===== src/design/fsac_pkg.sv =====
`default_nettype none

package fsac_pkg;

    localparam int MAX_SAMPLES_DEF = 64;

    // Widths of the statistics, sized for the largest batch
    localparam int FUEL_W    = 16;
    localparam int SUM_W     = 22;
    localparam int MEAN_W    = 24;
    localparam int EFF_W     = 34;
    localparam int EFF_SUM_W = 40;
    localparam int SQ_W      = 48;
    localparam int SUMSQ_W   = 54;
    localparam int ROOT_W    = 27;

    // Shared divider
    localparam int DIV_W     = 54;
    localparam int DIVISOR_W = 16;
    localparam int ITER_W    = 6;

    // fuel * 1000 * 256
    localparam longint EFF_SCALE = 256000;

    localparam logic [11:0] HIGH_RATIO_RST    = 12'd384;
    localparam logic [11:0] SIGMA_MULT_RST    = 12'd768;
    localparam logic [9:0]  JUMP_FRACTION_RST = 10'd77;
    localparam logic [9:0]  EFF_TOL_RST       = 10'd128;

    localparam logic [2:0] REASON_NONE  = 3'd0;
    localparam logic [2:0] REASON_RATIO = 3'd1;
    localparam logic [2:0] REASON_SIGMA = 3'd2;
    localparam logic [2:0] REASON_JUMP  = 3'd3;
    localparam logic [2:0] REASON_EFF   = 3'd4;

    typedef enum logic [2:0] {
        CFG_HIGH_RATIO    = 3'd0,
        CFG_SIGMA_MULT    = 3'd1,
        CFG_JUMP_FRACTION = 3'd2,
        CFG_EFF_TOL       = 3'd3
    } cfg_index_t;

    typedef enum logic [4:0] {
        ST_LOAD,
        ST_SUM_RD,
        ST_SUM_ACC,
        ST_SUM_EFF,
        ST_MEAN,
        ST_MEAN_WAIT,
        ST_AVG,
        ST_AVG_WAIT,
        ST_VAR_RD,
        ST_VAR_D,
        ST_VAR_SQ,
        ST_VAR_ACC,
        ST_VAR_DIV,
        ST_VAR_DIV_WAIT,
        ST_SQRT_WAIT,
        ST_THR_A,
        ST_THR_B,
        ST_CL_RD,
        ST_CL_CHK,
        ST_CL_EFF_WAIT,
        ST_CL_OUT
    } state_t;

    // Request to the shared divider; dividend is left-aligned to DIV_W
    typedef struct packed {
        logic                 start;
        logic [ITER_W-1:0]    iters;
        logic [DIV_W-1:0]     dividend;
        logic [DIVISOR_W-1:0] divisor;
    } div_req_t;

endpackage

`default_nettype wire


===== src/design/fsac_div.sv =====
`default_nettype none

// Restoring divider, one quotient bit per cycle.
module fsac_div
    import fsac_pkg::*;
(
    input  wire logic             clk,
    input  wire logic             rst_n,
    input  wire div_req_t         req,
    output logic                  busy,
    output logic                  done,
    output logic [DIV_W-1:0]      quotient
);

    logic                 busy_reg, busy_next;
    logic                 done_reg, done_next;
    logic [ITER_W-1:0]    cnt_reg, cnt_next;
    logic [DIVISOR_W-1:0] rem_reg, rem_next;
    logic [DIVISOR_W-1:0] den_reg, den_next;
    logic [DIV_W-1:0]     num_reg, num_next;
    logic [DIV_W-1:0]     quo_reg, quo_next;

    always_comb
    begin
        logic [DIVISOR_W:0] shifted;
        logic               ge;
        shifted   = {rem_reg, num_reg[DIV_W-1]};
        ge        = shifted >= {1'b0, den_reg};
        busy_next = busy_reg;
        done_next = 1'b0;
        cnt_next  = cnt_reg;
        rem_next  = rem_reg;
        den_next  = den_reg;
        num_next  = num_reg;
        quo_next  = quo_reg;
        if (req.start)
        begin
            busy_next = 1'b1;
            cnt_next  = req.iters;
            rem_next  = '0;
            den_next  = req.divisor;
            num_next  = req.dividend;
            quo_next  = '0;
        end
        else if (busy_reg)
        begin
            rem_next = ge ? DIVISOR_W'(shifted - {1'b0, den_reg}) : shifted[DIVISOR_W-1:0];
            num_next = {num_reg[DIV_W-2:0], 1'b0};
            quo_next = {quo_reg[DIV_W-2:0], ge};
            cnt_next = cnt_reg - ITER_W'(1);
            if (cnt_reg == ITER_W'(1))
            begin
                busy_next = 1'b0;
                done_next = 1'b1;
            end
        end
    end

    always_ff @(posedge clk or negedge rst_n)
    begin
        if (!rst_n)
        begin
            busy_reg <= 1'b0;
            done_reg <= 1'b0;
            cnt_reg  <= '0;
        end
        else
        begin
            busy_reg <= busy_next;
            done_reg <= done_next;
            cnt_reg  <= cnt_next;
        end
    end

    always_ff @(posedge clk)
    begin
        rem_reg <= rem_next;
        den_reg <= den_next;
        num_reg <= num_next;
        quo_reg <= quo_next;
    end

    assign busy     = busy_reg;
    assign done     = done_reg;
    assign quotient = quo_reg;

endmodule

`default_nettype wire


===== config.mk =====
export PLATFORM = sky130hd
export DESIGN_NAME = fsac_div
export DESIGN_NICKNAME = d
export VERILOG_FILES = /design/src/design/fsac_pkg.sv /design/src/design/fsac_div.sv
export SDC_FILE = /design/constraint.sdc
export NUM_CORES = 1
export LEC_CHECK = 0
export BUFFER_PORTS_ARGS = -buffer_cell sky130_fd_sc_hd__buf_2
export CORE_MARGIN = 2
export CORE_UTILIZATION = 57
export CTS_BUF_LIST = sky130_fd_sc_hd__clkbuf_8
export DETAILED_ROUTE_END_ITERATION = 16
export PLACE_DENSITY = 0.88
export SYNTH_ARGS = -nofsm -noshare
export SYNTH_HDL_FRONTEND = slang
export SYNTH_SLANG_ARGS = --single-unit

===== constraint.sdc =====
create_clock -name clk -period 2.8 [get_ports clk]
set_clock_uncertainty 0.05 [all_clocks]
set_input_delay 0.28 -clock clk [delete_from_list [all_inputs] [get_ports clk]]
set_output_delay 0.28 -clock clk [all_outputs]
set_load 0.005 [all_outputs]

Yosys cells after proc, flatten, opt, wreduce, memory -nomap -nowiden:

Index checks and enable logic that the tools add are counted.

* output and inout port bits: 56
* word-level logic and storage cells: 23
* input bits: 79
* register bits: 148

* reductions and logical operators: 1
* add/subtract/negate cells: 2
* equality and inequality tests: 1
* multiplexer cells: 11
* $lt $le $gt $ge: 1

Operators with widths (count)
* $mux W54: 2
* $ge A17 B16 Y1: 1
* $mux W16: 1
* $sub A16 B16 Y16: 1
* $mux W6: 2
* $eq A6 B1 Y1 const B: 1
* $mux W1: 6
* $sub A6 B1 Y6 const B: 1
* $reduce_bool A2 Y1: 1

Logic depth before layout (Yosys ltp):

Gate-level depths: netlist of run 1.

* word-level depth: 4
* depth in mapped cells: 11

Worst setup path after synthesis of run 1:

Ideal clock, no wire load.

* path type: register to register
* start point: reg busy_reg, in the netlist busy
* end point: reg rem_reg[9]
* data arrival time: 2202 ps
* clock period less this slack: 2374 ps
* library setup time: 122 ps
* setup slack: 426 ps
* stages on the path, launching flop included: 6
* cell sequence: dfrtp_1 > clkbuf_1 > nor2_1 > inv_1 > nor2_1 > a311o_1

RTL lines
* from (decl): line fsac_div.sv:15 `logic busy_reg, busy_next;`
* from (signal assigned): line fsac_div.sv:69 `busy_reg <= busy_next;`
* to (signal assigned): line fsac_div.sv:77 `rem_reg <= rem_next;`
* to (decl): line fsac_div.sv:18 `logic [DIVISOR_W-1:0] rem_reg, rem_next;`

Final worst setup path of run 1:

* start point: reg den_reg[2]
* end point: reg rem_reg[15]

* longest elaborated chain between the ends: 2
* elaborated cells on any way between the ends: 3

Ends and longest elaborated chain
* from (decl): line fsac_div.sv:19 `logic [DIVISOR_W-1:0] den_reg, den_next;`
* from (signal assigned): line fsac_div.sv:78 `den_reg <= den_next;`
* $sub A16 B16 Y16 or $ge A17 B16 Y1 (tied branches): line fsac_div.sv:47, fsac_div.sv:28
* $mux W16 *: line fsac_div.sv:47 `rem_next = ge ? DIVISOR_W'(shifted - {1'b0, den_reg}) : shifted[DIVISOR_W-1:0];`

Mark *: on every way between the ends. The rest lies on a longest branch, timed or not.
A chain may end at the register's enable or synchronous reset.

==> metrics.md, run 1 <==
| Metric | Value |
|---|---|
| Share of layout cells above drive strength 1 | `31.6%` |
| Clk pwr share | `28.2%` |
| Fill cell count | `815` |
| Die ar. | `12600 µm²` |
| Top cells by area, synth | `edfxtp_1, dfxtp_1, mux2i_1` |
| Worst r2r dst | `rem_reg[15]` |
| Synthesized instance count | `561` |
| VDD IR-drop max | `0.462 mV` |
| Sequential area share after synthesis | `55.6%` |
| Slew Limit Fails | `0` |
| Total number of vias | `4756` |
| WP data arrival | `2.67 ns` |
| Hpwl dp | `9.16 mm` |
| First-pass GRT wire length | `22.4 mm` |
| Hold WC Path Type | `in2reg` |
| Worst-skew pair later-pin latency | `0.44 ns` |
| Clock-pin slew on the worst setup and hold paths | `0.08 ns` |
| DIE WIDTH | `112 µm` |
| Main synth FF type | `edfxtp_1` |
| Hold path depth | `3` |
| Unrepaired setup endpoints after global routing | `false` |
| Initial Util | `58.3%` |
| Count leader, synth | `nor2_1` |
| Final WL | `13.6 mm` |
| PwrDens | `739 nW/µm²` |
| Outcome | `completed` |
| Initial antenna violation count | `0` |
| Crit Path Max Fanout | `5` |
| Number of synthesized flops with an enable pin | `70` |
| Mean Syn Cell Area | `11.9 µm²` |
| CTS tree | `done` |
| Largest net degree at the start of global routing | `87` |
| Startpoint types | `flop` |
| Crit-path slowest cell | `a21boi_0` |
| Register area | `3710 µm²` |
| Yosys top cell by area | `edfxtp_1` |
| Inserted Clock Buffers | `17` |
| Vias per cell | `5.45` |
| Wire length per cell | `15.6 µm` |
| Net Sw Power | `1760 µW` |
| Port Buf Inserts | `134` |
| Commonest cells in the synthesized netlist | `nor2_1, dfxtp_1, edfxtp_1` |
| Post-cts sizing count | `0` |
| Tmin final | `2.42 ns` |
| Clk buf depth | `2` |
| HP Start | `req[73]` |
| DP Worst Slack | `0.428 ns` |
| Post-CTS Hold Buffers | `22` |
| Leak pwr | `0.00389 µW` |
| 1st-pass router iterations | `4` |
| Core Box Area | `11400 µm²` |
| GRT Total Usage | `22.2%` |
| Yosys cell types | `62` |
| Power share of the combinational group | `26.9%` |
| ANT cells | `0` |
| Mapped cell area | `6660 µm²` |
| CTS sink cnt | `148` |
| GP Congestion | `0.951` |
| FF-to-FF setup slack | `0.38 ns` |
| Setup_tns | `0 ns` |
| Area of the multi-input gates | `2730 µm²` |
| Worst r2r src | `den_reg[2]` |
| P_int | `4200 µW` |
| Final hold violation count | `0` |
| Hold endpoint | `cnt_reg[3]` |
| Post-route ant nets | `0` |
| Seq pwr share | `44.9%` |
| Layout overhead on the synthesized area | `21.2%` |
| CP most frequent cell | `o2111ai_1` |
| Global route overflow | `0` |
| Nature of the critical path endpoint | `flop` |
| CP top delay family | `compound AO/OA/AOI/OAI gates` |
| Sw frac | `29.5%` |
| Relative slew slack | `39.9%` |
| DRC viols | `0` |
| Seq cells post-synth | `148` |
| Setup ws final | `0.378 ns` |
| Yosys Warn Count | `0` |
| Data required, critical path | `3.05 ns` |
| Path depth of the worst reg2reg path | `8` |
| Async S/R FF share, synth | `5.41%` |
| Top Ports | `135` |
| Vias in the first global route | `4992` |
| Iter 0 DRT Violations | `204` |
| Slew @ Worst Pin | `0.902 ns` |
| Layout net count | `814` |
| CP peak stage delay | `0.40 ns` |
| Setup Fix Bufs, Post-CTS | `0` |
| Hold WS | `0.0303 ns` |
| Row cnt | `39` |
| Share of the synthesized area in the top cell type | `31.6%` |
| Final setup vio count | `0` |
| Synthesized net count | `659` |
| DIE HEIGHT | `112 µm` |
| Layout Utilization | `70.6%` |
| Root buf cell | `clkbuf_8` |
| Period Utilization, post-route | `86.5%` |
| CP Cell Sequence | `inv_1, ha_1, o211a_1, a21boi_0, o2111ai_1, and2_1, o2111ai_1, o221ai_1` |
| CTS H-Tree Depth | `4` |
| FMAX | `0.413 GHz` |
| Number of max-cap violations | `0` |
| WP buf/inv | `1` |
| Crit path kind | `reg2reg` |
## power groups by stage
stage,sequential (µW),clock (µW),combinational [µW]
2_1_floorplan,2670,0,1280
3_3_place_gp,2700,0,1480
3_5_place_dp,2720,0,1550
4_1_cts,2670,1710,1580
5_1_grt,2700,1810,1770
6_report,2680,1680,1600
## cell usage in the layout, fill, tap and decap left out, types with 3 or more instances in the layout
cell type / count
xnor2_1: 8
and2_1: 6
bufinv_16: 3
mux2i_1: 60
ha_1: 18
clkbuf_8: 19
nand4_1: 3
a211oi_1: 5
buf_4: 9
nand2_1: 25
o21ai_0: 19
nand3_1: 4
a21o_1: 6
nor2_1: 78
nor3_1: 3
clkinv_4: 3
nand2b_1: 6
a211o_1: 3
a311oi_1: 3
dlygate4sd3_1: 22
dfrtp_1: 7
a21oi_1: 10
inv_1: 27
edfxtp_1: 70
dfxtp_1: 70
buf_2: 133
mux2_2: 53
xor2_1: 6
## worst register-to-register path: cells and delay by family (launching register included)
kind / cells / cell delay (ns)
buf+inv: 1 / 0.04
fa+ha+maj: 1 / 0.37
simple gates: 1 / 0.25
flops: 1 / 0.33
compound gates: 5 / 1.24
## layout make-up
cell class                      instances  area share (%)
Clock inverter                         13            1.82
Multi-Input combinational cell        362            33.9
Timing Repair Buffer                  164            11.8
Clock buffer                           19            3.24
Sequential cell                       148            46.0
Tap cell                              143            2.22
Inverter                               23            1.07
## stage by stage
| stage | total power (µW) | cells | instance area (µm²) |
|---|---|---|---|
| 6_report | 5960 | 872 | 8070 |
| 5_1_grt | 6290 | 872 | 8070 |
| 4_1_cts | 5970 | 872 | 8070 |
| 3_5_place_dp | 4260 | 818 | 7440 |
| 3_3_place_gp | 4190 | 818 | 7440 |
| 2_1_floorplan | 3950 | 561 | 6660 |
## cells by family after synthesis
logic type	synth area share, %
mux	18.2
fa+ha+maj	3.68
xor+xnor	1.84
simple gates	9.27
compound gates	8.03
flops	55.6
buf+inv	3.31
## routing by layer
metal	track usage, %	wire length [µm]
met2	38.0	6890
met1	25.4	5610
met3	7.45	832
met5	0	0
met4	9.92	318
## worst max-delay path by stage
stage | startpoint | endpoint | cells past startpoint
4_1_cts | den_reg[7] | rem_reg[10] | 9
5_1_grt | den_reg[12] | rem_reg[8] | 9
3_3_place_gp | den_reg[7] | rem_reg[8] | 9
2_1_floorplan | busy | rem_reg[9] | 5
6_report | den_reg[2] | rem_reg[15] | 8
3_5_place_dp | den_reg[7] | rem_reg[10] | 9
Power figures use the tool's default switching activity.
==> run 2, diff against run 1 <==
Settings changed: RECOVER_POWER set to 50, REMOVE_ABC_BUFFERS set to 1, SLEW_MARGIN set to 10.
==> run 2 against run 1 <==
- global-route usage is 0.76 points higher
- sequential cell count stayed put
- utilization is 0.85 points lower
- via count is 0.69% higher
- routed wire length is 1.9% higher
- non-clock buffer count is 2 higher
- maximum frequency is 5.2% lower
- die area stayed put
- hold slack better by 0.028 ns
- critical path depth is 1 higher
- combinational power hardly changed
- power is 3.6% lower
- critical path type unchanged
- largest cell class unchanged
==> metrics.md, run 2 (synthesized netlist as in run 1, its figures left out) <==
| Metric | Value |
|---|---|
| Final setup vio count | `0 (unchanged)` |
| Row cnt | `39 (unchanged)` |
| GP Congestion | `0.916 (-3.6%)` |
| Period Utilization, post-route | `91.3% (+4.8 points)` |
| P_int | `3920 µW (-6.8%)` |
| DP Worst Slack | `0.201 ns (-0.226 ns)` |
| Vias per cell | `5.48 (+0.46%)` |
| Dpl cells | `819 (+0.12%)` |
| Crit path kind | `reg2reg` |
| Nature of the critical path endpoint | `flop` |
| Worst-skew pair later-pin latency | `0.46 ns (+0.02 ns)` |
| Hold WS | `0.0581 ns (+0.0278 ns)` |
| Unrepaired setup endpoints after global routing | `false` |
| Total number of vias | `4789 (+0.69%)` |
| Power share of the combinational group | `28.3% (+1.4 points)` |
| CTS H-Tree Depth | `4 (unchanged)` |
| VDD IR-drop max | `0.468 mV (+1.2%)` |
| WP data arrival | `2.90 ns (+0.23 ns)` |
| Crit-path slowest cell | `a211o_2` |
| Net Sw Power | `1830 µW (+4.2%)` |
| Outcome | `completed` |
| Root buf cell | `clkbuf_8` |
| Top Ports | `135 (unchanged)` |
| Leak pwr | `0.00373 µW (-3.9%)` |
| Hpwl dp | `9.56 mm (+4.3%)` |
| Largest net degree at the start of global routing | `55 (-37%)` |
| Slew @ Worst Pin | `1.37 ns (+0.470 ns)` |
| First-pass GRT wire length | `23.0 mm (+2.4%)` |
| Clock-pin slew on the worst setup and hold paths | `0.08 ns (about the same)` |
| Layout net count | `816 (+0.25%)` |
| Post-route ant nets | `0 (unchanged)` |
| Non-filler cells, final | `874 (+0.23%)` |
| Global route overflow | `0 (unchanged)` |
| Non-Filler Cell Area, Final | `7970 µm² (-1.2%)` |
| Most frequent cells in the layout | `buf_2, nor2_1, edfxtp_1, dfxtp_1, mux2i_1` |
| Iter 0 DRT Violations | `240 (+18%)` |
| Vias in the first global route | `4807 (-3.7%)` |
| Slew Limit Fails | `0 (unchanged)` |
| Clk buf depth | `2 (unchanged)` |
| Share of layout cells above drive strength 1 | `28.3% (-3.2 points)` |
| Layout overhead on the synthesized area | `19.7%` |
| Core Box Area | `11400 µm² (unchanged)` |
| Commonest non-fill, non-tap cell in the layout | `buf_2` |
| Fill cell count | `849 (+4.2%)` |
| Crit Path Max Fanout | `14 (+9)` |
| DRC viols | `0 (unchanged)` |
| Setup_tns | `0 ns (unchanged)` |
| Startpoint types | `flop` |
| PwrDens | `721 nW/µm² (-2.4%)` |
| Final hold violation count | `0 (unchanged)` |
| CP Cell Sequence | `inv_1, ha_1, a211oi_2, o21ai_1, a31o_1, a211o_2, buf_4, or3_1, nand3_1` |
| Setup ws final | `0.245 ns (-0.133 ns)` |
| Initial Util | `58.3% (unchanged)` |
| CP peak stage delay | `0.47 ns (+0.07 ns)` |
| Data required, critical path | `3.14 ns (+0.09 ns)` |
| Inserted Clock Buffers | `17 (unchanged)` |
| DIE HEIGHT | `112 µm (unchanged)` |
| Tmin final | `2.56 ns (+0.133 ns)` |
| Initial antenna violation count | `0 (unchanged)` |
| Final WL | `13.9 mm (+1.9%)` |
| Port Buf Inserts | `134 (unchanged)` |
| 1st-pass router iterations | `5 (+1)` |
| CTS sink cnt | `148 (unchanged)` |
| Hold WC Path Type | `in2reg` |
| Die ar. | `12600 µm² (unchanged)` |
| WP buf/inv | `2 (+1)` |
| Dpl cell area | `7440 µm² (+0.10%)` |
| CTS tree | `done` |
| GRT Total Usage | `23.0% (+0.76 points)` |
| FMAX | `0.391 GHz (-5.2%)` |
| Sw frac | `31.8% (+2.4 points)` |
| Seq pwr share | `46.7% (+1.8 points)` |
| ANT cells | `0 (unchanged)` |
| Clk pwr share | `25.0% (-3.2 points)` |
| CP top delay family | `compound AO/OA/AOI/OAI gates` |
| Wire length per cell | `15.9 µm (+1.6%)` |
| Relative slew slack | `8.53% (-31 points)` |
| Number of max-cap violations | `0 (unchanged)` |
| DIE WIDTH | `112 µm (unchanged)` |
==> run 2: area by class of cell <==
class	count	area, µm²	area share [%]
clock inverter	14	87.6	1.10
sequential	148	3710	46.5
inverter	23	86.3	1.08
timing repair buffer	166	927	11.6
tap	143	179	2.25
clock buffer	18	248	3.11
multi-input combinational	362	2730	34.3
==> run 2: power by group through the flow <==
stage / logic [µW] / clock network, µW / registers [µW]
final: 1630 / 1440 / 2680
after global routing: 1790 / 1560 / 2710
after CTS: 1600 / 1480 / 2680
after detailed placement: 1570 / 0 / 2720
after global placement: 1500 / 0 / 2700
after floorplan: 1160 / 0 / 2690
==> run 2: what timing repair did <==
action / 4_1_cts / 5_1_grt
setup endpoints to repair: 0 / 5
gates resized for setup: 0 / 1
hold buffers: 23 / 0
setup buffers: 0 / 0
hold endpoints to repair: 30 / 0
==> run 2: worst register-to-register path, cell delays in order, from the launching register on <==
cell and delay, ns:
edfxtp_1 0.34, inv_1 0.04, ha_1 0.35, a211oi_2 0.25, o21ai_1 0.12, a31o_1 0.20
a211o_2 0.47, buf_4 0.23, or3_1 0.36, nand3_1 0.09
==> run 2: final timing paths <==
path / start / cells past startpoint / slack (ns) / endpoint
hold / removal: req[16] / 2 / 0.06 / num_reg[0]
hold reg to reg: rem_reg[12] / 2 / 0.44 / rem_reg[12]
setup reg to reg: den_reg[6] / 9 / 0.24 / rem_reg[11]
min in group asynchronous: rst_n / 2 / 0.21 / cnt_reg[0]
max in group asynchronous: rst_n / 2 / 2.15 / busy
setup / recovery: den_reg[6] / 9 / 0.24 / rem_reg[11]
==> run 2: metrics by stage <==
stage / total power [µW] / utilization [%]
after global placement: 4200 / 65.2
after CTS: 5760 / 70.2
after detailed placement: 4290 / 65.2
after floorplan: 3850 / -
after global routing: 6060 / 69.8
final: 5750 / 69.8
==> run 2: per-layer routing <==
metal	global-route usage (%)	up-vias	routed length (µm)
met5	0	-	0
met4	7.80	0	212
met3	8.15	20	990
met2	38.4	153	6900
met1	27.8	2295	5800
li1	-	2321	-
==> run 3, diff against run 2 <==
Settings changed: ABC_AREA set to 1.
==> run 3 against run 2 <==
- routed wire length increased by 14%
- via count increased by 18%
- non-clock buffer count decreased by 5
- first-iteration DRC count increased by 55%
- register-to-register slack improved by 0.35 ns
- count of clock-buffer cells in the layout decreased by 1
- final cell count increased by 23%
- sequential power about the same
- power increased by 4.5%
- critical path type unchanged
==> metrics.md, run 3 <==
| Metric | Value |
|---|---|
| Non-Filler Cell Area, Final | `7980 µm² (about the same)` |
| Unrepaired setup endpoints after global routing | `false` |
| Leak pwr | `0.00376 µW (+0.79%)` |
| Period Utilization, post-route | `78.7% (-13 points)` |
| Slew @ Worst Pin | `1.19 ns (-0.185 ns)` |
| Vias per cell | `5.29 (-3.5%)` |
| Mapped cell area | `6610 µm² (-0.73%)` |
| Commonest cells in the synthesized netlist | `nand2_1, inv_1, dfxtp_1, edfxtp_1, o22ai_1` |
| Number of max-cap violations | `0 (unchanged)` |
| Crit Path Max Fanout | `18 (+4)` |
| Root buf cell | `clkbuf_8` |
| Largest net degree at the start of global routing | `61 (+11%)` |
| First-pass GRT wire length | `25.9 mm (+13%)` |
| FMAX | `0.454 GHz (+16%)` |
| Yosys Warn Count | `0 (unchanged)` |
| Row cnt | `39 (unchanged)` |
| DIE WIDTH | `112 µm (-0.36%)` |
| GP Congestion | `0.902 (-1.6%)` |
| WP data arrival | `2.50 ns (-0.40 ns)` |
| Port Buf Inserts | `134 (unchanged)` |
| CTS H-Tree Depth | `4 (unchanged)` |
| Most frequent cells in the layout | `nand2_1, inv_1, buf_2, edfxtp_1, dfxtp_1` |
| Top Ports | `135 (unchanged)` |
| Final hold violation count | `0 (unchanged)` |
| Hold WS | `0.0379 ns (-0.0201 ns)` |
| Relative slew slack | `20.8% (+12 points)` |
| Wire length per cell | `14.8 µm (-7.0%)` |
| Mean Syn Cell Area | `8.61 µm² (-27%)` |
| GRT Total Usage | `26.0% (+3.1 points)` |
| Inserted Clock Buffers | `17 (unchanged)` |
| Synthesized instance count | `767 (+37%)` |
| Count leader, synth | `nand2_1` |
| Iter 0 DRT Violations | `372 (+55%)` |
| Nature of the critical path endpoint | `flop` |
| Share of layout cells above drive strength 1 | `16.4% (-12 points)` |
| DIE HEIGHT | `112 µm (-0.36%)` |
| DRC viols | `0 (unchanged)` |
| FF-to-FF setup slack | `0.60 ns (+0.35 ns)` |
| 1st-pass router iterations | `5 (unchanged)` |
| Yosys top cell by area | `edfxtp_1` |
| Async S/R FF share, synth | `5.41% (unchanged)` |
| Crit path kind | `reg2reg` |
| Global route overflow | `0 (unchanged)` |
| VDD IR-drop max | `0.568 mV (+22%)` |
| Data required, critical path | `3.10 ns (-0.04 ns)` |
| Top cells by area, synth | `edfxtp_1, dfxtp_1, nand2_1` |
| Slew Limit Fails | `0 (unchanged)` |
| Share of the synthesized area in the top cell type | `31.8% (+0.23 points)` |
| Dpl cell area | `7370 µm² (-0.94%)` |
| Number of synthesized flops with an enable pin | `70 (unchanged)` |
| Startpoint types | `flop` |
| Die ar. | `12500 µm² (-0.71%)` |
| Yosys cell types | `31 (-50%)` |
| Layout net count | `1013 (+24%)` |
| PwrDens | `753 nW/µm² (+4.4%)` |
| Vias in the first global route | `5433 (+13%)` |
| CTS sink cnt | `148 (unchanged)` |
| Layout Utilization | `70.1% (+0.37 points)` |
| Commonest non-fill, non-tap cell in the layout | `nand2_1` |
| Clk buf depth | `2 (unchanged)` |
| Initial Util | `58.1% (-0.18 points)` |
| Layout overhead on the synthesized area | `20.7%` |
| Worst-skew pair later-pin latency | `0.45 ns (about the same)` |
| Clock-pin slew on the worst setup and hold paths | `0.09 ns (about the same)` |
| Hpwl dp | `10.3 mm (+7.7%)` |
| Initial antenna violation count | `2 (+2)` |
| Final WL | `15.9 mm (+14%)` |
| CTS tree | `done` |
| Setup Fix Bufs, Post-CTS | `0 (unchanged)` |
| Sequential area share after synthesis | `56.1% (+0.41 points)` |
| Hold WC Path Type | `in2reg` |
| Tmin final | `2.20 ns (-0.352 ns)` |
| Outcome | `completed` |
| Hold path depth | `3 (+1)` |
| Final setup vio count | `0 (unchanged)` |
| Total number of vias | `5674 (+18%)` |
| Path depth of the worst reg2reg path | `12 (+3)` |
| Main synth FF type | `edfxtp_1` |
| Core Box Area | `11400 µm² (-0.43%)` |
| Seq cells post-synth | `148 (unchanged)` |
| Post-route ant nets | `0 (unchanged)` |
[run 3: changes by cell type after synthesis, sizes merged, moves of 6 or more]
cell and change:
nand2 +254, inv +88, mux2i -60, mux2 -54
nor2 -52, o22ai +51, nand3 +41, o21ai -18
nand4 +11, a211oi -7, a21o -6, and2 -6
nand2b -6, xnor2 -6
[run 3: what timing repair did]
item / 4_1_cts / 5_1_grt
resized for setup: 0 / 0
endpoints found under the hold margin: 28 / 0
hold buffers: 21 / 0
[run 3: path summary, 6_finish.rpt]
kind                              start            to
max                          den_reg[7]   rem_reg[13]
min                             req[55]   num_reg[39]
max reg2reg                  den_reg[7]   rem_reg[13]
min reg2reg                quotient[53]  quotient[53]
max in group asynchronous         rst_n    cnt_reg[0]
min in group asynchronous         rst_n          busy
[run 3: cell families (layout without fill, tap and decap cells)]
| logic type | Yosys count | in the layout | synth area share [%] |
|---|---|---|---|
| buffers and inverters | 143 | 304 | 8.43 |
| xor gates and xnor gates | 11 | 11 | 1.46 |
| AOI/OAI and AO/OA | 75 | 75 | 7.18 |
| other | 0 | 2 | 0 |
| and+or+nand+nor | 371 | 371 | 23.2 |
| adders and majority gates | 19 | 19 | 3.71 |
| DFF | 148 | 148 | 56.1 |
[run 3: layout make-up]
class	instances	area, µm²
Timing Repair Buffer	161	896
Fill cell	879	3390
Sequential cell	148	3700
Antenna cell	2	5.00
Inverter	111	418
Tap cell	143	179
Multi-Input combinational cell	476	2350
Clock buffer	17	234
Clock inverter	15	194
[run 3: per-stage QoR]
stage	total power [µW]	setup slack, ns	cells	setup TNS (ns)
after floorplan	3790	-0.351	735	-32.42
after global placement	4160	0.722	1018	0
after detailed placement	4200	0.636	1018	0
after CTS	6000	0.621	1071	0
after global routing	6350	0.401	1073	0
final	6010	0.597	1073	0
[run 3: power by group]
group	switching [µW]	leakage [µW]	internal [µW]
combinational	989	0.00213	564
sequential	144	0.00141	2520
clock	877	0.000221	908
[run 3: worst max-delay path, stage by stage, from the launching register on]
cell and delay [ns]:
edfxtp_1 0.38, inv_1 0.06, ha_1 0.26, nand2_1 0.13, inv_1 0.08, a21oi_2 0.15
nand3_1 0.14, nand2_2 0.29, nand2_4 0.21, nand2_1 0.16, nand2_1 0.06, nand2_1 0.06
nand2_1 0.05
[run 3: per-layer routing]
layer,global-route usage [%],share of wire [%]
met1,32.4,40
met2,43.4,50
met3,7.08,7.8
met4,10.1,2.4
met5,0,0
