### config.mk
export PLATFORM = sky130hd
export DESIGN_NAME = fsac_sqrt
export DESIGN_NICKNAME = d
export VERILOG_FILES = /design/src/design/fsac_pkg.sv /design/src/design/fsac_sqrt.sv
export SDC_FILE = /design/constraint.sdc
export NUM_CORES = 1
export LEC_CHECK = 0
export BUFFER_PORTS_ARGS = -buffer_cell sky130_fd_sc_hd__buf_2
export CAP_MARGIN = 20
export CORE_ASPECT_RATIO = 0.8
export CORE_MARGIN = 5
export CORE_UTILIZATION = 50
export CTS_BUF_LIST = sky130_fd_sc_hd__clkbuf_2
export DETAILED_ROUTE_END_ITERATION = 10
export MAX_ROUTING_LAYER = met4
export PLACE_DENSITY_LB_ADDON = 0.12
export SYNTH_ARGS = -nofsm -noshare
export SYNTH_HDL_FRONTEND = slang
export SYNTH_SLANG_ARGS = --single-unit
### constraint.sdc
create_clock -name clk -period 7.2 [get_ports clk]
set_input_delay 0.36 -clock clk [delete_from_list [all_inputs] [get_ports clk]]
set_output_delay 0.36 -clock clk [all_outputs]
set_load 0.02 [all_outputs]
### src/design/fsac_pkg.sv
`default_nettype none

package fsac_pkg;

    localparam int MAX_SAMPLES_DEF = 64;

    // Widths of the statistics, sized for the largest batch
    localparam int FUEL_W    = 16;
    localparam int SUM_W     = 22;
    localparam int MEAN_W    = 24;
    localparam int EFF_W     = 34;
    localparam int EFF_SUM_W = 40;
    localparam int SQ_W      = 48;
    localparam int SUMSQ_W   = 54;
    localparam int ROOT_W    = 27;

    // Shared divider
    localparam int DIV_W     = 54;
    localparam int DIVISOR_W = 16;
    localparam int ITER_W    = 6;

    // fuel * 1000 * 256
    localparam longint EFF_SCALE = 256000;

    localparam logic [11:0] HIGH_RATIO_RST    = 12'd384;
    localparam logic [11:0] SIGMA_MULT_RST    = 12'd768;
    localparam logic [9:0]  JUMP_FRACTION_RST = 10'd77;
    localparam logic [9:0]  EFF_TOL_RST       = 10'd128;

    localparam logic [2:0] REASON_NONE  = 3'd0;
    localparam logic [2:0] REASON_RATIO = 3'd1;
    localparam logic [2:0] REASON_SIGMA = 3'd2;
    localparam logic [2:0] REASON_JUMP  = 3'd3;
    localparam logic [2:0] REASON_EFF   = 3'd4;

    typedef enum logic [2:0] {
        CFG_HIGH_RATIO    = 3'd0,
        CFG_SIGMA_MULT    = 3'd1,
        CFG_JUMP_FRACTION = 3'd2,
        CFG_EFF_TOL       = 3'd3
    } cfg_index_t;

    typedef enum logic [4:0] {
        ST_LOAD,
        ST_SUM_RD,
        ST_SUM_ACC,
        ST_SUM_EFF,
        ST_MEAN,
        ST_MEAN_WAIT,
        ST_AVG,
        ST_AVG_WAIT,
        ST_VAR_RD,
        ST_VAR_D,
        ST_VAR_SQ,
        ST_VAR_ACC,
        ST_VAR_DIV,
        ST_VAR_DIV_WAIT,
        ST_SQRT_WAIT,
        ST_THR_A,
        ST_THR_B,
        ST_CL_RD,
        ST_CL_CHK,
        ST_CL_EFF_WAIT,
        ST_CL_OUT
    } state_t;

    // Request to the shared divider; dividend is left-aligned to DIV_W
    typedef struct packed {
        logic                 start;
        logic [ITER_W-1:0]    iters;
        logic [DIV_W-1:0]     dividend;
        logic [DIVISOR_W-1:0] divisor;
    } div_req_t;

endpackage

`default_nettype wire

### src/design/fsac_sqrt.sv
`default_nettype none

// Integer square root, one root bit (two radicand bits) per cycle.
module fsac_sqrt
    import fsac_pkg::*;
(
    input  wire logic               clk,
    input  wire logic               rst_n,
    input  wire logic               start,
    input  wire logic [DIV_W-1:0]   radicand,
    output logic                    busy,
    output logic                    done,
    output logic [ROOT_W-1:0]       root
);

    localparam int REM_W = ROOT_W + 1;
    localparam int CNT_W = $clog2(ROOT_W + 1);

    logic               busy_reg, busy_next;
    logic               done_reg, done_next;
    logic [CNT_W-1:0]   cnt_reg, cnt_next;
    logic [DIV_W-1:0]   rad_reg, rad_next;
    logic [REM_W-1:0]   rem_reg, rem_next;
    logic [ROOT_W-1:0]  root_reg, root_next;

    always_comb
    begin
        logic [REM_W+1:0] rem_sh;
        logic [REM_W+1:0] trial;
        rem_sh    = {rem_reg, rad_reg[DIV_W-1 -: 2]};
        trial     = (REM_W+2)'({root_reg, 2'b01});
        busy_next = busy_reg;
        done_next = 1'b0;
        cnt_next  = cnt_reg;
        rad_next  = rad_reg;
        rem_next  = rem_reg;
        root_next = root_reg;
        if (start)
        begin
            busy_next = 1'b1;
            cnt_next  = CNT_W'(ROOT_W);
            rad_next  = radicand;
            rem_next  = '0;
            root_next = '0;
        end
        else if (busy_reg)
        begin
            rad_next = {rad_reg[DIV_W-3:0], 2'b00};
            if (rem_sh >= trial)
            begin
                rem_next  = REM_W'(rem_sh - trial);
                root_next = {root_reg[ROOT_W-2:0], 1'b1};
            end
            else
            begin
                rem_next  = rem_sh[REM_W-1:0];
                root_next = {root_reg[ROOT_W-2:0], 1'b0};
            end
            cnt_next = cnt_reg - CNT_W'(1);
            if (cnt_reg == CNT_W'(1))
            begin
                busy_next = 1'b0;
                done_next = 1'b1;
            end
        end
    end

    always_ff @(posedge clk or negedge rst_n)
    begin
        if (!rst_n)
        begin
            busy_reg <= 1'b0;
            done_reg <= 1'b0;
            cnt_reg  <= '0;
        end
        else
        begin
            busy_reg <= busy_next;
            done_reg <= done_next;
            cnt_reg  <= cnt_next;
        end
    end

    always_ff @(posedge clk)
    begin
        rad_reg  <= rad_next;
        rem_reg  <= rem_next;
        root_reg <= root_next;
    end

    assign busy = busy_reg;
    assign done = done_reg;
    assign root = root_reg;

endmodule

`default_nettype wire

# Word level (Yosys, flattened, before mapping)
# Index checks and enable logic that the tools add are counted.
# word_totals
reg_bits	116
inputBits	57
out_inout_bits	29
elab_cells	23
# classes
add_sub_neg	2
magnitude_cmp	1
n_eq_ne	1
n_mux	12
reduce_logical	1
# op_table
cell	n
$mux 54	2
$ge 30x29->1	1
$mux 28	1
$sub 28x28->28	1
$mux 5	2
$mux 1	7
$eq 5x1->1 const B	1
$sub 5x1->5 const B	1
$reduce_bool 2->1	1

# Depth between registers and ports, before layout
# Gate-level depths: netlist of the first run.
# depth
word_depth	4
mapped_depth	12
depth_no_buf	10

# Worst setup path before layout of the first run
# Ideal clock, no wire load.
# synth_timing
path_kind	reg-to-reg
start	reg root_reg[2], in the netlist root[2]
end	reg rem_reg[21]
setup_ns	0.088
arrival_ns	2.557
t_required_ns	7.112
setup_slack_ns	4.555
path_stages_with_launch	11
n_path_buf	0
period_less_slack_ns	2.645
path_cell_list	dfxtp_1 > inv_1 > ha_1 > a21o_1 > or3_1 > o22a_1 > a2111oi_4 > o21ai_0 > xor2_1 > o21ai_1 > a311oi_2
# synth_between
elab_chain_len	2
elab_cells_between_ends	3
cone_classes	add/sub: 1; order compare: 1; mux: 1
# synth_lines
element	line	rtl
start, declared	fsac_sqrt.sv:24	logic [ROOT_W-1:0] root_reg, root_next;
start signal, assigned	fsac_sqrt.sv:88	root_reg <= root_next;
$sub 28x28->28 / $ge 30x29->1 (equally long branches)	fsac_sqrt.sv:51, fsac_sqrt.sv:49	
$mux 28 *	fsac_sqrt.sv:49	if (rem_sh >= trial)
end signal, assigned	fsac_sqrt.sv:87	rem_reg <= rem_next;
end, declared	fsac_sqrt.sv:23	logic [REM_W-1:0] rem_reg, rem_next;
# Every way passes the cells marked *; elsewhere a longest branch is shown, timed or not.
# A chain may end at the register's enable or synchronous reset.

# Final worst setup path of the first run
# layout_timing
start	reg root_reg[0], in the netlist root[0]
end	reg rem_reg[7]
# Same word-level chain as after synthesis.

==> results.md, run 1 <==
- Status: complete, no violations
- Worst Path Buf+Inv: 1
- Hold Crit Class: input port to register
- Number of nets in the layout: 845
- Worst-margin pin slew: 0.905 ns
- Die height: 112 µm
- Pleak: 3.42 nW
- Total chip power: 2.77 mW
- Setup-failing EPs final: 0
- Final hold violation count: 0
- Largest driver fanout on the critical path: 26
- Detailed-router iteration count before antenna repair: 5
- Average wire per cell in the routed design: 16.1 µm
- Largest net degree at the start of global routing: 67
- Power per cell area: 352 nW/µm²
- Max_cap viols: 0
- Remaining DRCs: 0
- Post-Syn Instances: 627
- Die ar.: 15500 µm²
- Synth top area cells: sky130_fd_sc_hd__edfxtp_1 25%, sky130_fd_sc_hd__dfxtp_1 17%, sky130_fd_sc_hd__mux2_2 9.0%, sky130_fd_sc_hd__ha_1 5.9%, sky130_fd_sc_hd__mux2i_1 4.1%
- Placer congestion estimate: 0.881
- Count of flip-flops with a built-in enable after synthesis: 54
- Post-synthesis cell type count: 74
- Post-CTS setup buffer count: 0
- Clock slew seen by the registers of the worst setup and hold paths: 0.18 ns
- Via Count: 5144
- Most instantiated library cell after synthesis: sky130_fd_sc_hd__nor2_1
- Switching power: 1.20 mW
- Flop and latch count out of synthesis: 116
- List of cells traversed by the critical path: inv_1, ha_1, nor2b_1, o2111ai_2, a31oi_2, o211ai_2, o211ai_4, o21ai_4, a211oi_1, a2111oi_2
- Floorplan die width: 138 µm
- P_int: 1.56 mW
- Fin Setup TNS: 0 ns
- Peak ir drop on the vdd network: 0.158 mV
- Switching share of power: 43.5%
- Delay of the slowest cell on the worst path: 0.66 ns
- Required time at the worst-slack endpoint: 7.79 ns
- Area overhead of the layout relative to synthesis: 20.3%
- Clock tree root driver cell: sky130_fd_sc_hd__clkbuf_2
- Kind of capture point of the worst setup path: register
- CP max stage cell: sky130_fd_sc_hd__o21ai_4
- Core ar.: 12800 µm²
- Relative slew margins: 39.7%
- Number of max-slew violations in the final report: 0
- Clock tree from TritonCTS: done
- R2R Setup Slk: 4.09 ns
- Area leader, netlist: sky130_fd_sc_hd__edfxtp_1
- HPWL Detailed: 10300 µm
- Via count of the first global-routing pass: 5056
- Setup repair after global routing missed its margin: false
- Commonest cells in the synthesized netlist: 63 x sky130_fd_sc_hd__nor2_1, 55 x sky130_fd_sc_hd__dfxtp_1, 54 x sky130_fd_sc_hd__edfxtp_1, 52 x sky130_fd_sc_hd__mux2_2, 43 x sky130_fd_sc_hd__inv_1
- Synth Cell Area: 6540 µm²
- Minimum clock period: 3.11 ns
- Clock buffer count from CTS: 17
- Achievable frequency: 321 MHz
- Hold_buf cts: 56
- Final critical-path share of the clock period: 43.2%
- Aggregate global routing overflow: 0
- Critical path startpoint category: register
- Per-cell via count in the routed design: 5.44
- PostCTS Resize Cnt: 0
- Number of warnings printed during yosys synthesis: 0
- Antenna viol nets, final: 0
- Syn Nets: 715
- Fraction of layout cells with a size suffix above 1: 25.3%
- Primary FF master, synth: sky130_fd_sc_hd__dfxtp_1
- Number of I/O pins: 86
- Initial antenna violation count: 1
- Worst setup skew after layout: 0.0267 ns
- Number of core rows: 37
- Type of the setup path with the least slack: register to register
- Average instance area after synthesis: 10.4 µm²
- Area share of the largest cell type after synthesis: 24.8%
- Sequential Power Share: 31.3%
- Wire length after detailed routing: 15200 µm
- Number of buffers between clock root and the deepest sink: 2
- DR iter-0 viols: 313
- Clock share of power: 13.6%
- Crit path max-delay family: compound AO/OA/AOI/OAI gates
- Power share of the combinational group: 55.1%
- Sequential share of the synthesized area: 44.3%
- Initial core utilization: 51.0%
- Combined global-route utilization of all metal layers: 20.9%
- Number of clock sinks: 116
- Total of buffers placed on input and output ports: 85
- Flip-flop count of the largest register, all copies and words added: 54
- Post-synth ARST share: 6.03%
- Number of levels the H-tree was split into: 4
- Signal arrival time at the worst endpoint: 3.70 ns
- Global-route wire length before repair: 24900 µm
- Clock latency on the worst-skew pair: 0.67 ns
[routing by layer]
layer / routed length, µm / track usage, %
met2: 6810 / 30.2
met4: 129 / 5.40
met1: 7380 / 28.9
met3: 887 / 5.96
met5: 0 / -
[cell type report]
cell class | count | area [µm²]
inverters | 44 | 165
well taps | 175 | 219
clock inverters | 14 | 115
fillers | 1108 | 4960
multi-input cells | 433 | 3320
repair buffers | 145 | 1050
clock buffers | 18 | 90.1
diodes | 1 | 2.50
flip-flops and latches | 116 | 2900
[final timing paths]
kind                                   from           to  depth (start not counted)
worst max-delay path                root[0]   rem_reg[7]                         10
worst min-delay path                  start      root[5]                          2
worst max register to register      root[0]   rem_reg[7]                         10
worst min register to register  rem_reg[26]  rem_reg[26]                          2
max in group asynchronous             rst_n         busy                          3
min in group asynchronous             rst_n         done                          3
[power by group through the flow]
stage / logic [mW] / registers (mW) / clock network, mW
floorplan: 1.19 / 0.853 / 0
global placement: 1.43 / 0.878 / 0
detailed placement: 1.47 / 0.878 / 0
CTS: 1.51 / 0.864 / 0.394
global route: 1.67 / 0.875 / 0.432
finish: 1.53 / 0.866 / 0.378
[cell usage in the layout (no fill, tap or decap), drive strengths merged, types with 4 or more instances in the layout]
| master | count |
|---|---|
| a211oi | 4 |
| a21o | 11 |
| o21ai | 33 |
| dlygate4sd3 | 56 |
| xnor2 | 17 |
| nor3 | 5 |
| o22ai | 4 |
| a21boi | 4 |
| mux2 | 52 |
| mux2i | 27 |
| nor2b | 4 |
| nor2 | 64 |
| and2 | 4 |
| buf | 89 |
| a311oi | 17 |
| o21a | 6 |
| o211ai | 7 |
| xor2 | 11 |
| nand3 | 21 |
| dfxtp | 55 |
| ha | 31 |
| clkinvlp | 6 |
| edfxtp | 54 |
| nand4 | 5 |
| dfrtp | 7 |
| clkinv | 7 |
| clkbuf | 18 |
| nand2 | 32 |
| inv | 44 |
| and3 | 6 |
| a21oi | 21 |
| a41oi | 4 |
[logic make-up (layout without fill, tap and decap cells)]
logic type      count (synthesis)  count (layout)  synth area share [%]
flops                         116             116                  44.3
other cells                     0               1                     0
mux                            79              79                  13.1
simple gates                  154             154                  11.0
fa+ha+maj                      31              31                  5.93
buf+inv                        78             221                  5.01
xor+xnor                       28              28                  3.75
compound gates                141             141                  16.8
[worst register-to-register path, cell delays in order, from the launching register on]
cell and delay, ns:
sky130_fd_sc_hd__dfxtp_1 0.44, sky130_fd_sc_hd__inv_1 0.06, sky130_fd_sc_hd__ha_1 0.35, sky130_fd_sc_hd__nor2b_1 0.17, sky130_fd_sc_hd__o2111ai_2 0.22, sky130_fd_sc_hd__a31oi_2 0.18, sky130_fd_sc_hd__o211ai_2 0.25, sky130_fd_sc_hd__o211ai_4 0.17
sky130_fd_sc_hd__o21ai_4 0.66, sky130_fd_sc_hd__a211oi_1 0.21, sky130_fd_sc_hd__a2111oi_2 0.31
[stage by stage]
step / instance area, µm² / instances / hold slack [ns] / utilization, % / setup WS [ns]
floorplan: 6540 / 627 / 0.0644 / - / 4.56
global placement: 7050 / 855 / 0.200 / 55.0 / 4.20
detailed placement: 7080 / 856 / 0.199 / 55.2 / 4.14
CTS: 7840 / 944 / 0.0460 / 61.2 / 4.11
global route: 7870 / 946 / 0.0404 / 61.3 / 3.89
finish: 7870 / 946 / 0.135 / 61.3 / 4.09
Note: power is estimated with default switching activity, not from simulation.
==> run 2, diff against run 1 <==
==> constraint.sdc (replaced) <==
create_clock -name clk -period 2.68 [get_ports clk]
set_input_delay 0.134 -clock clk [delete_from_list [all_inputs] [get_ports clk]]
set_output_delay 0.134 -clock clk [all_outputs]
set_load 0.02 [all_outputs]
==> results.md, run 2 (same netlist as run 1, synthesis figures left out) <==
- Combined global-route utilization of all metal layers: 22.0% (+1.1 points)
- Minimum clock period: 2.62 ns (-0.491 ns)
- Detailed-router iteration count before antenna repair: 5 (unchanged)
- Delay of the slowest cell on the worst path: 0.39 ns (-0.27 ns)
- Clock tree root driver cell: sky130_fd_sc_hd__clkbuf_2
- Area of combinational cells with multiple inputs: 3470 µm² (+4.3%)
- WHS Path Cells: 3 (+1)
- Die ar.: 15500 µm² (unchanged)
- Fin util: 66.4% (+5.0 points)
- Die height: 112 µm (unchanged)
- Via Count: 5492 (+6.8%)
- Number of clock sinks: 116 (unchanged)
- Inserted Diodes: 0 (-1)
- Largest driver fanout on the critical path: 6 (-77%)
- Final worst-path setup slack: 0.0589 ns (-4.03 ns)
- Core ar.: 12800 µm² (unchanged)
- Number of buffers between clock root and the deepest sink: 2 (unchanged)
- Number of levels the H-tree was split into: 4 (unchanged)
- Fraction of layout cells with a size suffix above 1: 34.7% (+9.4 points)
- Largest net degree at the start of global routing: 77 (+15%)
- Pleak: 3.76 nW (+10%)
- Peak ir drop on the vdd network: 0.507 mV (+220%)
- CP max stage cell: sky130_fd_sc_hd__dfxtp_2
- Required time at the worst-slack endpoint: 3.28 ns (-4.51 ns)
- Finished Layout Cells: 1002 (+5.9%)
- Initial core utilization: 51.0% (unchanged)
- Clock share of power: 14.0% (+0.4 points)
- Most common library cell in the layout ignoring fill and taps: sky130_fd_sc_hd__buf_2
- Per-cell via count in the routed design: 5.48 (+0.80%)
- Total of buffers placed on input and output ports: 85 (unchanged)
- Signal arrival time at the worst endpoint: 3.22 ns (-0.48 ns)
- P_int: 5.09 mW (+230%)
- Remaining DRCs: 0 (unchanged)
- Wire length after detailed routing: 16500 µm (+8.9%)
- Number of max-slew violations in the final report: 0 (unchanged)
- Critical path startpoint category: register
- Highest-count cells in the layout ignoring fill and taps: 84 x sky130_fd_sc_hd__buf_2, 61 x sky130_fd_sc_hd__nor2_1, 59 x sky130_fd_sc_hd__dlygate4sd3_1, 54 x sky130_fd_sc_hd__edfxtp_1
- Clock slew seen by the registers of the worst setup and hold paths: 0.17 ns (about the same)
- DR iter-0 viols: 408 (+30%)
- Final critical-path share of the clock period: 97.8% (+55 points)
- Depth of the most critical reg-to-reg path: 11 (+1)
- List of cells traversed by the critical path: inv_1, ha_2, and3_4, buf_4, nand2_1, o41ai_4, buf_4, o21ai_4, buf_6, a21oi_1, a211oi_1
- Clock buffer count from CTS: 17 (unchanged)
- Achievable frequency: 382 MHz (+19%)
- Antenna viol nets, final: 0 (unchanged)
- Total of fill cells in the finished design: 1038 (-6.3%)
- Status: complete, no violations
- Crit path max-delay family: compound AO/OA/AOI/OAI gates
- Hold Crit Class: input port to register
- Worst Path Buf+Inv: 4 (+3)
- Placement-stage worst setup slack: -0.00521 ns (-4.14 ns)
- Via count of the first global-routing pass: 5300 (+4.8%)
- Aggregate global routing overflow: 0 (unchanged)
- Relative slew margins: 52.2% (+13 points)
- Worst setup skew after layout: 0.0242 ns (-0.00251 ns)
- Switching share of power: 41.0% (-2.5 points)
- Global-route wire length before repair: 26200 µm (+5.4%)
- Stages on the worst setup path: 11 (+1)
- Number of core rows: 37 (unchanged)
- Power per cell area: 1010 nW/µm² (+190%)
- Initial antenna violation count: 0 (-1)
- Critical path's most frequent cell: sky130_fd_sc_hd__buf_4
- Number of instances in the placed design: 900 (+5.1%)
- Kind of capture point of the worst setup path: register
- Reg area: 2920 µm² (+0.60%)
- Flip-flop count of the largest register, all copies and words added: 54 (unchanged)
- Type of the setup path with the least slack: register to register
- Placer congestion estimate: 0.916 (+3.9%)
- Clock latency on the worst-skew pair: 0.72 ns (+0.05 ns)
- Max_cap viols: 0 (unchanged)
- Clock tree from TritonCTS: done
- Setup repair after global routing missed its margin: true
- Sequential Power Share: 26.7% (-4.6 points)
- Switching power: 3.54 mW (+190%)
- Average wire per cell in the routed design: 16.5 µm (+2.8%)
- Floorplan die width: 138 µm (unchanged)
- Worst-margin pin slew: 0.717 ns (-0.188 ns)
- Number of I/O pins: 86 (unchanged)
- Setup-failing EPs final: 0 (unchanged)
- HPWL Detailed: 10800 µm (+4.7%)
- Final hold violation count: 0 (unchanged)
- Power share of the combinational group: 59.3% (+4.2 points)
- Number of nets in the layout: 902 (+6.7%)
- Area overhead of the layout relative to synthesis: 30.2%
run 2: cell count changes in the layout (fill, tap and decap cells not counted), moves of 4 or more:
cell and delta:
sky130_fd_sc_hd__buf_4 +49, sky130_fd_sc_hd__dfxtp_1 -14, sky130_fd_sc_hd__dfxtp_2 +14, sky130_fd_sc_hd__a311oi_1 -5, sky130_fd_sc_hd__a311oi_2 +5, sky130_fd_sc_hd__ha_1 -4
run 2: final timing paths:
check,from,to,slack [ns]
max in group asynchronous,rst_n,busy,2.07
setup / recovery,root[19],rem_reg[17],0.06
hold / removal,radicand[0],rad_reg[0],0.23
min in group asynchronous,rst_n,cnt_reg[1],0.35
setup reg to reg,root[19],rem_reg[17],0.06
hold reg to reg,rem_reg[26],rem_reg[26],0.52
run 2: per-stage QoR:
stage	cell area [µm²]	hold slack, ns	TNS (ns)	total power, mW
final	8510	0.231	0	8.64
after global routing	8510	0.170	-0.264	9.19
after CTS	8290	0.167	0	8.16
after detailed placement	7420	-0.0261	-0.00865	6.77
after global placement	7420	-0.0310	0	6.74
after floorplan	6540	-0.162	0	5.49
run 2: power groups by stage:
stage / Sequential (mW) / Clock, mW / Combinational, mW
4_1_cts: 2.29 / 1.25 / 4.62
6_report: 2.30 / 1.21 / 5.12
2_1_floorplan: 2.29 / 0 / 3.20
5_1_grt: 2.33 / 1.35 / 5.52
3_3_place_gp: 2.32 / 0 / 4.42
3_5_place_dp: 2.33 / 0 / 4.45
run 2: per-layer routing:
metal  global-route usage, %  wire length [µm]  share of wire [%]
met1                    29.9              7900                 48
met2                    32.5              7470                 45
met3                    5.51               943                5.7
met4                    6.32               242                1.5
met5                       -                 0                  0
run 2: worst register-to-register path: cells and delay by family (launching register included):
| family | cells | cell delay, ns |
|---|---|---|
| compound gates | 4 | 0.89 |
| buf+inv | 4 | 0.53 |
| simple gates | 2 | 0.33 |
| flops | 1 | 0.39 |
| fa+ha+maj | 1 | 0.38 |
run 2: layout make-up:
cell class | count | area share, %
clock buffer | 18 | 1.06
clock inverter | 14 | 1.88
inverter | 44 | 1.94
multi-input combinational | 434 | 40.7
sequential | 116 | 34.3
tap | 175 | 2.57
timing repair buffer | 201 | 17.6
run 2: what timing repair did:
| action | CTS | global route |
|---|---|---|
| buffers inserted | 3 | 7 |
| hold buffers | 59 | 0 |
| cloned | 0 | 1 |
| pin swaps | 1 | 17 |
| gates resized for setup | 1 | 44 |
| endpoints found under the setup margin | 14 | 29 |
| endpoints found under the hold margin | 85 | 0 |
==> run 3, diff against run 2 <==
--- a/config.mk
+++ b/config.mk
@@ -5,6 +5,7 @@
 export SDC_FILE = /design/constraint.sdc
 export NUM_CORES = 1
 export LEC_CHECK = 0
+export ABC_AREA = 1
 export BUFFER_PORTS_ARGS = -buffer_cell sky130_fd_sc_hd__buf_2
 export CAP_MARGIN = 20
 export CORE_ASPECT_RATIO = 0.8
==> results.md, run 3 <==
- Initial antenna violation count: 1 (+1)
- Number of warnings printed during yosys synthesis: 0 (unchanged)
- Remaining DRCs: 0 (unchanged)
- Largest net degree at the start of global routing: 71 (-7.8%)
- Primary FF master, synth: sky130_fd_sc_hd__dfxtp_1
- Number of core rows: 38 (+2.7%)
- Number of clock sinks: 116 (unchanged)
- Minimum clock period: 2.39 ns (-0.227 ns)
- Smallest hold slack: 0.201 ns (-0.0297 ns)
- Depth of the most critical reg-to-reg path: 15 (+4)
- Post-Syn Instances: 997 (+59%)
- Startpoint of the lowest-slack hold path: radicand[13]
- Antenna viol nets, final: 0 (unchanged)
- Worst setup skew after layout: 0.0267 ns (+0.00246 ns)
- Syn Nets: 1085 (+52%)
- Reg area: 2900 µm² (-0.64%)
- Post-synthesis cell type count: 35 (-53%)
- Synth Cell Area: 6890 µm² (+5.5%)
- Sequential share of the synthesized area: 42.0% (-2.3 points)
- Via Count: 6574 (+20%)
- Clock buffer count from CTS: 17 (unchanged)
- Flop and latch count out of synthesis: 116 (unchanged)
- Relative slew margins: 57.8% (+5.6 points)
- Most common library cell in the layout ignoring fill and taps: sky130_fd_sc_hd__nand2_1
- Count of flip-flops with a built-in enable after synthesis: 54 (unchanged)
- Delay of the slowest cell on the worst path: 0.43 ns (+0.04 ns)
- Clock latency on the worst-skew pair: 0.72 ns (about the same)
- Critical path's most frequent cell: sky130_fd_sc_hd__nand2_1
- Number of nets in the layout: 1228 (+36%)
- Floorplan die width: 141 µm (+2.5%)
- List of cells traversed by the critical path: inv_1, ha_1, nand2_1, nor2_1, nand2_1, nand3_2, nand2_1, nand2_1, nand2_1, nand3_4, buf_4, nand3_1, nand3_1, nand2_1, inv_1
- Largest driver fanout on the critical path: 15 (+9)
- Clock slew seen by the registers of the worst setup and hold paths: 0.20 ns (+0.03 ns)
- Synth top area cells: sky130_fd_sc_hd__nand2_1 24%, sky130_fd_sc_hd__edfxtp_1 24%, sky130_fd_sc_hd__dfxtp_1 16%, sky130_fd_sc_hd__inv_1 8.3%, sky130_fd_sc_hd__ha_1 5.6%
- Post-synth ARST share: 6.03% (unchanged)
- Critical path startpoint category: register
- Number of max-slew violations in the final report: 0 (unchanged)
- Final critical-path share of the clock period: 89.3% (-8.5 points)
- HPWL Detailed: 12700 µm (+17%)
- Combined global-route utilization of all metal layers: 23.0% (+1.0 points)
- Average instance area after synthesis: 6.91 µm² (-34%)
- Core ar.: 13600 µm² (+5.7%)
- Placement-stage worst setup slack: 0.270 ns (+0.275 ns)
- Placer congestion estimate: 0.931 (+1.7%)
- Fin util: 61.6% (-4.7 points)
- Endpoint of the lowest-slack register-to-register path: rem_reg[24]
- Die height: 115 µm (+2.4%)
- Clock tree from TritonCTS: done
- R2R Setup Slk: 0.29 ns (+0.23 ns)
- Most instantiated library cell after synthesis: sky130_fd_sc_hd__nand2_1
- Commonest cells in the synthesized netlist: 438 x sky130_fd_sc_hd__nand2_1, 153 x sky130_fd_sc_hd__inv_1, 55 x sky130_fd_sc_hd__dfxtp_1, 55 x sky130_fd_sc_hd__nor2_1, 54 x sky130_fd_sc_hd__edfxtp_1
- Wire length after detailed routing: 17700 µm (+7.3%)
- Average wire per cell in the routed design: 13.3 µm (-19%)
- Final worst-path setup slack: 0.286 ns (+0.227 ns)
- Die ar.: 16300 µm² (+5.0%)
- Fraction of layout cells with a size suffix above 1: 12.1% (-23 points)
- Flip-flop count of the largest register, all copies and words added: 54 (unchanged)
- Number of levels the H-tree was split into: 4 (unchanged)
- Via count of the first global-routing pass: 6005 (+13%)
- Initial core utilization: 50.9% (-0.10 points)
- Max_cap viols: 0 (unchanged)
- Clock tree root driver cell: sky130_fd_sc_hd__clkbuf_2
- Detailed-router iteration count before antenna repair: 6 (+1)
- Fin Setup TNS: 0 ns (unchanged)
- Hold Crit Endpoint: rad_reg[13]
- Pleak: 4.53 nW (+20%)
- Signal arrival time at the worst endpoint: 3.06 ns (-0.16 ns)
- Highest-count cells in the layout ignoring fill and taps: 438 x sky130_fd_sc_hd__nand2_1, 153 x sky130_fd_sc_hd__inv_1, 85 x sky130_fd_sc_hd__buf_2, 57 x sky130_fd_sc_hd__dlygate4sd3_1
- WHS Path Cells: 4 (+1)
- Achievable frequency: 418 MHz (+9.5%)
- Number of buffers between clock root and the deepest sink: 2 (unchanged)
- Total non-filler cell area in the finished layout: 8350 µm² (-1.9%)
- Area overhead of the layout relative to synthesis: 21.1%
- Peak ir drop on the vdd network: 0.710 mV (+40%)
- Area of combinational cells with multiple inputs: 3270 µm² (-5.6%)
- Required time at the worst-slack endpoint: 3.35 ns (+0.07 ns)
- Kind of capture point of the worst setup path: register
- Worst Path Buf+Inv: 3 (-1)
- Crit path max-delay family: simple AND/OR/NAND/NOR gates
- Aggregate global routing overflow: 0 (unchanged)
- Setup repair after global routing missed its margin: false
- Type of the setup path with the least slack: register to register
- Total cell area at the placement stage: 7500 µm² (+1.1%)
- Total of fill cells in the finished design: 1264 (+22%)
- Reg2Reg Launch Point: root[0]
- Final hold violation count: 0 (unchanged)
- Total of buffers placed on input and output ports: 85 (unchanged)
- Setup-failing EPs final: 0 (unchanged)
- Hold Crit Class: input port to register
- Area share of the largest cell type after synthesis: 23.8% (-0.96 points)
- CP max stage cell: sky130_fd_sc_hd__dfxtp_1
- Worst-margin pin slew: 0.633 ns (-0.0843 ns)
- Power per cell area: 999 nW/µm² (-1.5%)
- Status: complete, no violations
- Area leader, netlist: sky130_fd_sc_hd__nand2_1
- Global-route wire length before repair: 29100 µm (+11%)
- Per-cell via count in the routed design: 4.93 (-10%)
- DR iter-0 viols: 478 (+17%)
- Number of I/O pins: 86 (unchanged)
==> run 3: final cells by class <==
cell class | instances | share of cell area, %
Inverter | 158 | 7.10
Antenna cell | 1 | 0.0300
Sequential cell | 116 | 34.7
Tap cell | 180 | 2.70
Clock buffer | 17 | 1.02
Multi-Input combinational cell | 694 | 39.2
Clock inverter | 15 | 2.16
Timing Repair Buffer | 153 | 13.1
==> run 3: logic make-up (layout without fill, tap and decap cells) <==
logic type | count (synthesis) | in the layout | share of synthesized area, %
buffers and inverters | 187 | 343 | 10.6
other | 0 | 1 | 0
AOI/OAI and AO/OA | 78 | 78 | 6.39
and+or+nand+nor | 570 | 570 | 33.4
adders and majority gates | 31 | 31 | 5.63
xor gates and xnor gates | 15 | 15 | 1.91
DFF | 116 | 116 | 42.0
==> run 3: metrics by stage <==
stage	cells	power [mW]
CTS	1333	8.27
global placement	1244	6.88
finish	1334	8.35
global route	1334	9.17
detailed placement	1244	6.90
floorplan	997	5.88
==> run 3: worst max-delay path by stage <==
stage | slack, ns | cells after the start | start | to
CTS | 0.23 | 14 | root[0] | rem_reg[9]
detailed placement | 0.27 | 13 | root[0] | rem_reg[4]
finish | 0.29 | 15 | root[0] | rem_reg[24]
global route | 0.01 | 15 | root[0] | rem_reg[17]
floorplan | 0.43 | 4 | busy | rad_reg[0]
global placement | 0.27 | 13 | root[0] | rem_reg[4]
==> run 3: layer usage <==
layer / track usage, % / wire length [µm] / vias to the layer above
met5: - / 0 / -
met4: 5.94 / 235 / 0
met3: 4.20 / 1010 / 23
met2: 33.9 / 7600 / 164
met1: 32.8 / 8900 / 2971
li1: - / - / 3416
==> run 3: repair_timing <==
action	4_1_cts	5_1_grt
buffers inserted	0	0
hold buffers	57	0
resized for setup	0	2
endpoints found under the setup margin	0	7
hold endpoints to repair	89	0
==> run 3: worst reg2reg max path, stage by stage (launching register included) <==
cell                      delay (ns)
sky130_fd_sc_hd__dfxtp_1        0.43
sky130_fd_sc_hd__inv_1          0.09
sky130_fd_sc_hd__ha_1           0.39
sky130_fd_sc_hd__nand2_1        0.11
sky130_fd_sc_hd__nor2_1         0.14
sky130_fd_sc_hd__nand2_1        0.08
sky130_fd_sc_hd__nand3_2        0.11
sky130_fd_sc_hd__nand2_1        0.07
sky130_fd_sc_hd__nand2_1        0.14
sky130_fd_sc_hd__nand2_1        0.11
sky130_fd_sc_hd__nand3_4        0.16
sky130_fd_sc_hd__buf_4          0.23
sky130_fd_sc_hd__nand3_1        0.11
sky130_fd_sc_hd__nand3_1        0.08
sky130_fd_sc_hd__nand2_1        0.05
sky130_fd_sc_hd__inv_1          0.05
==> run 3: report_power, final <==
part           switching (mW)  internal [mW]
combinational            3.10           1.67
sequential              0.171           2.13
clock                   0.754          0.528
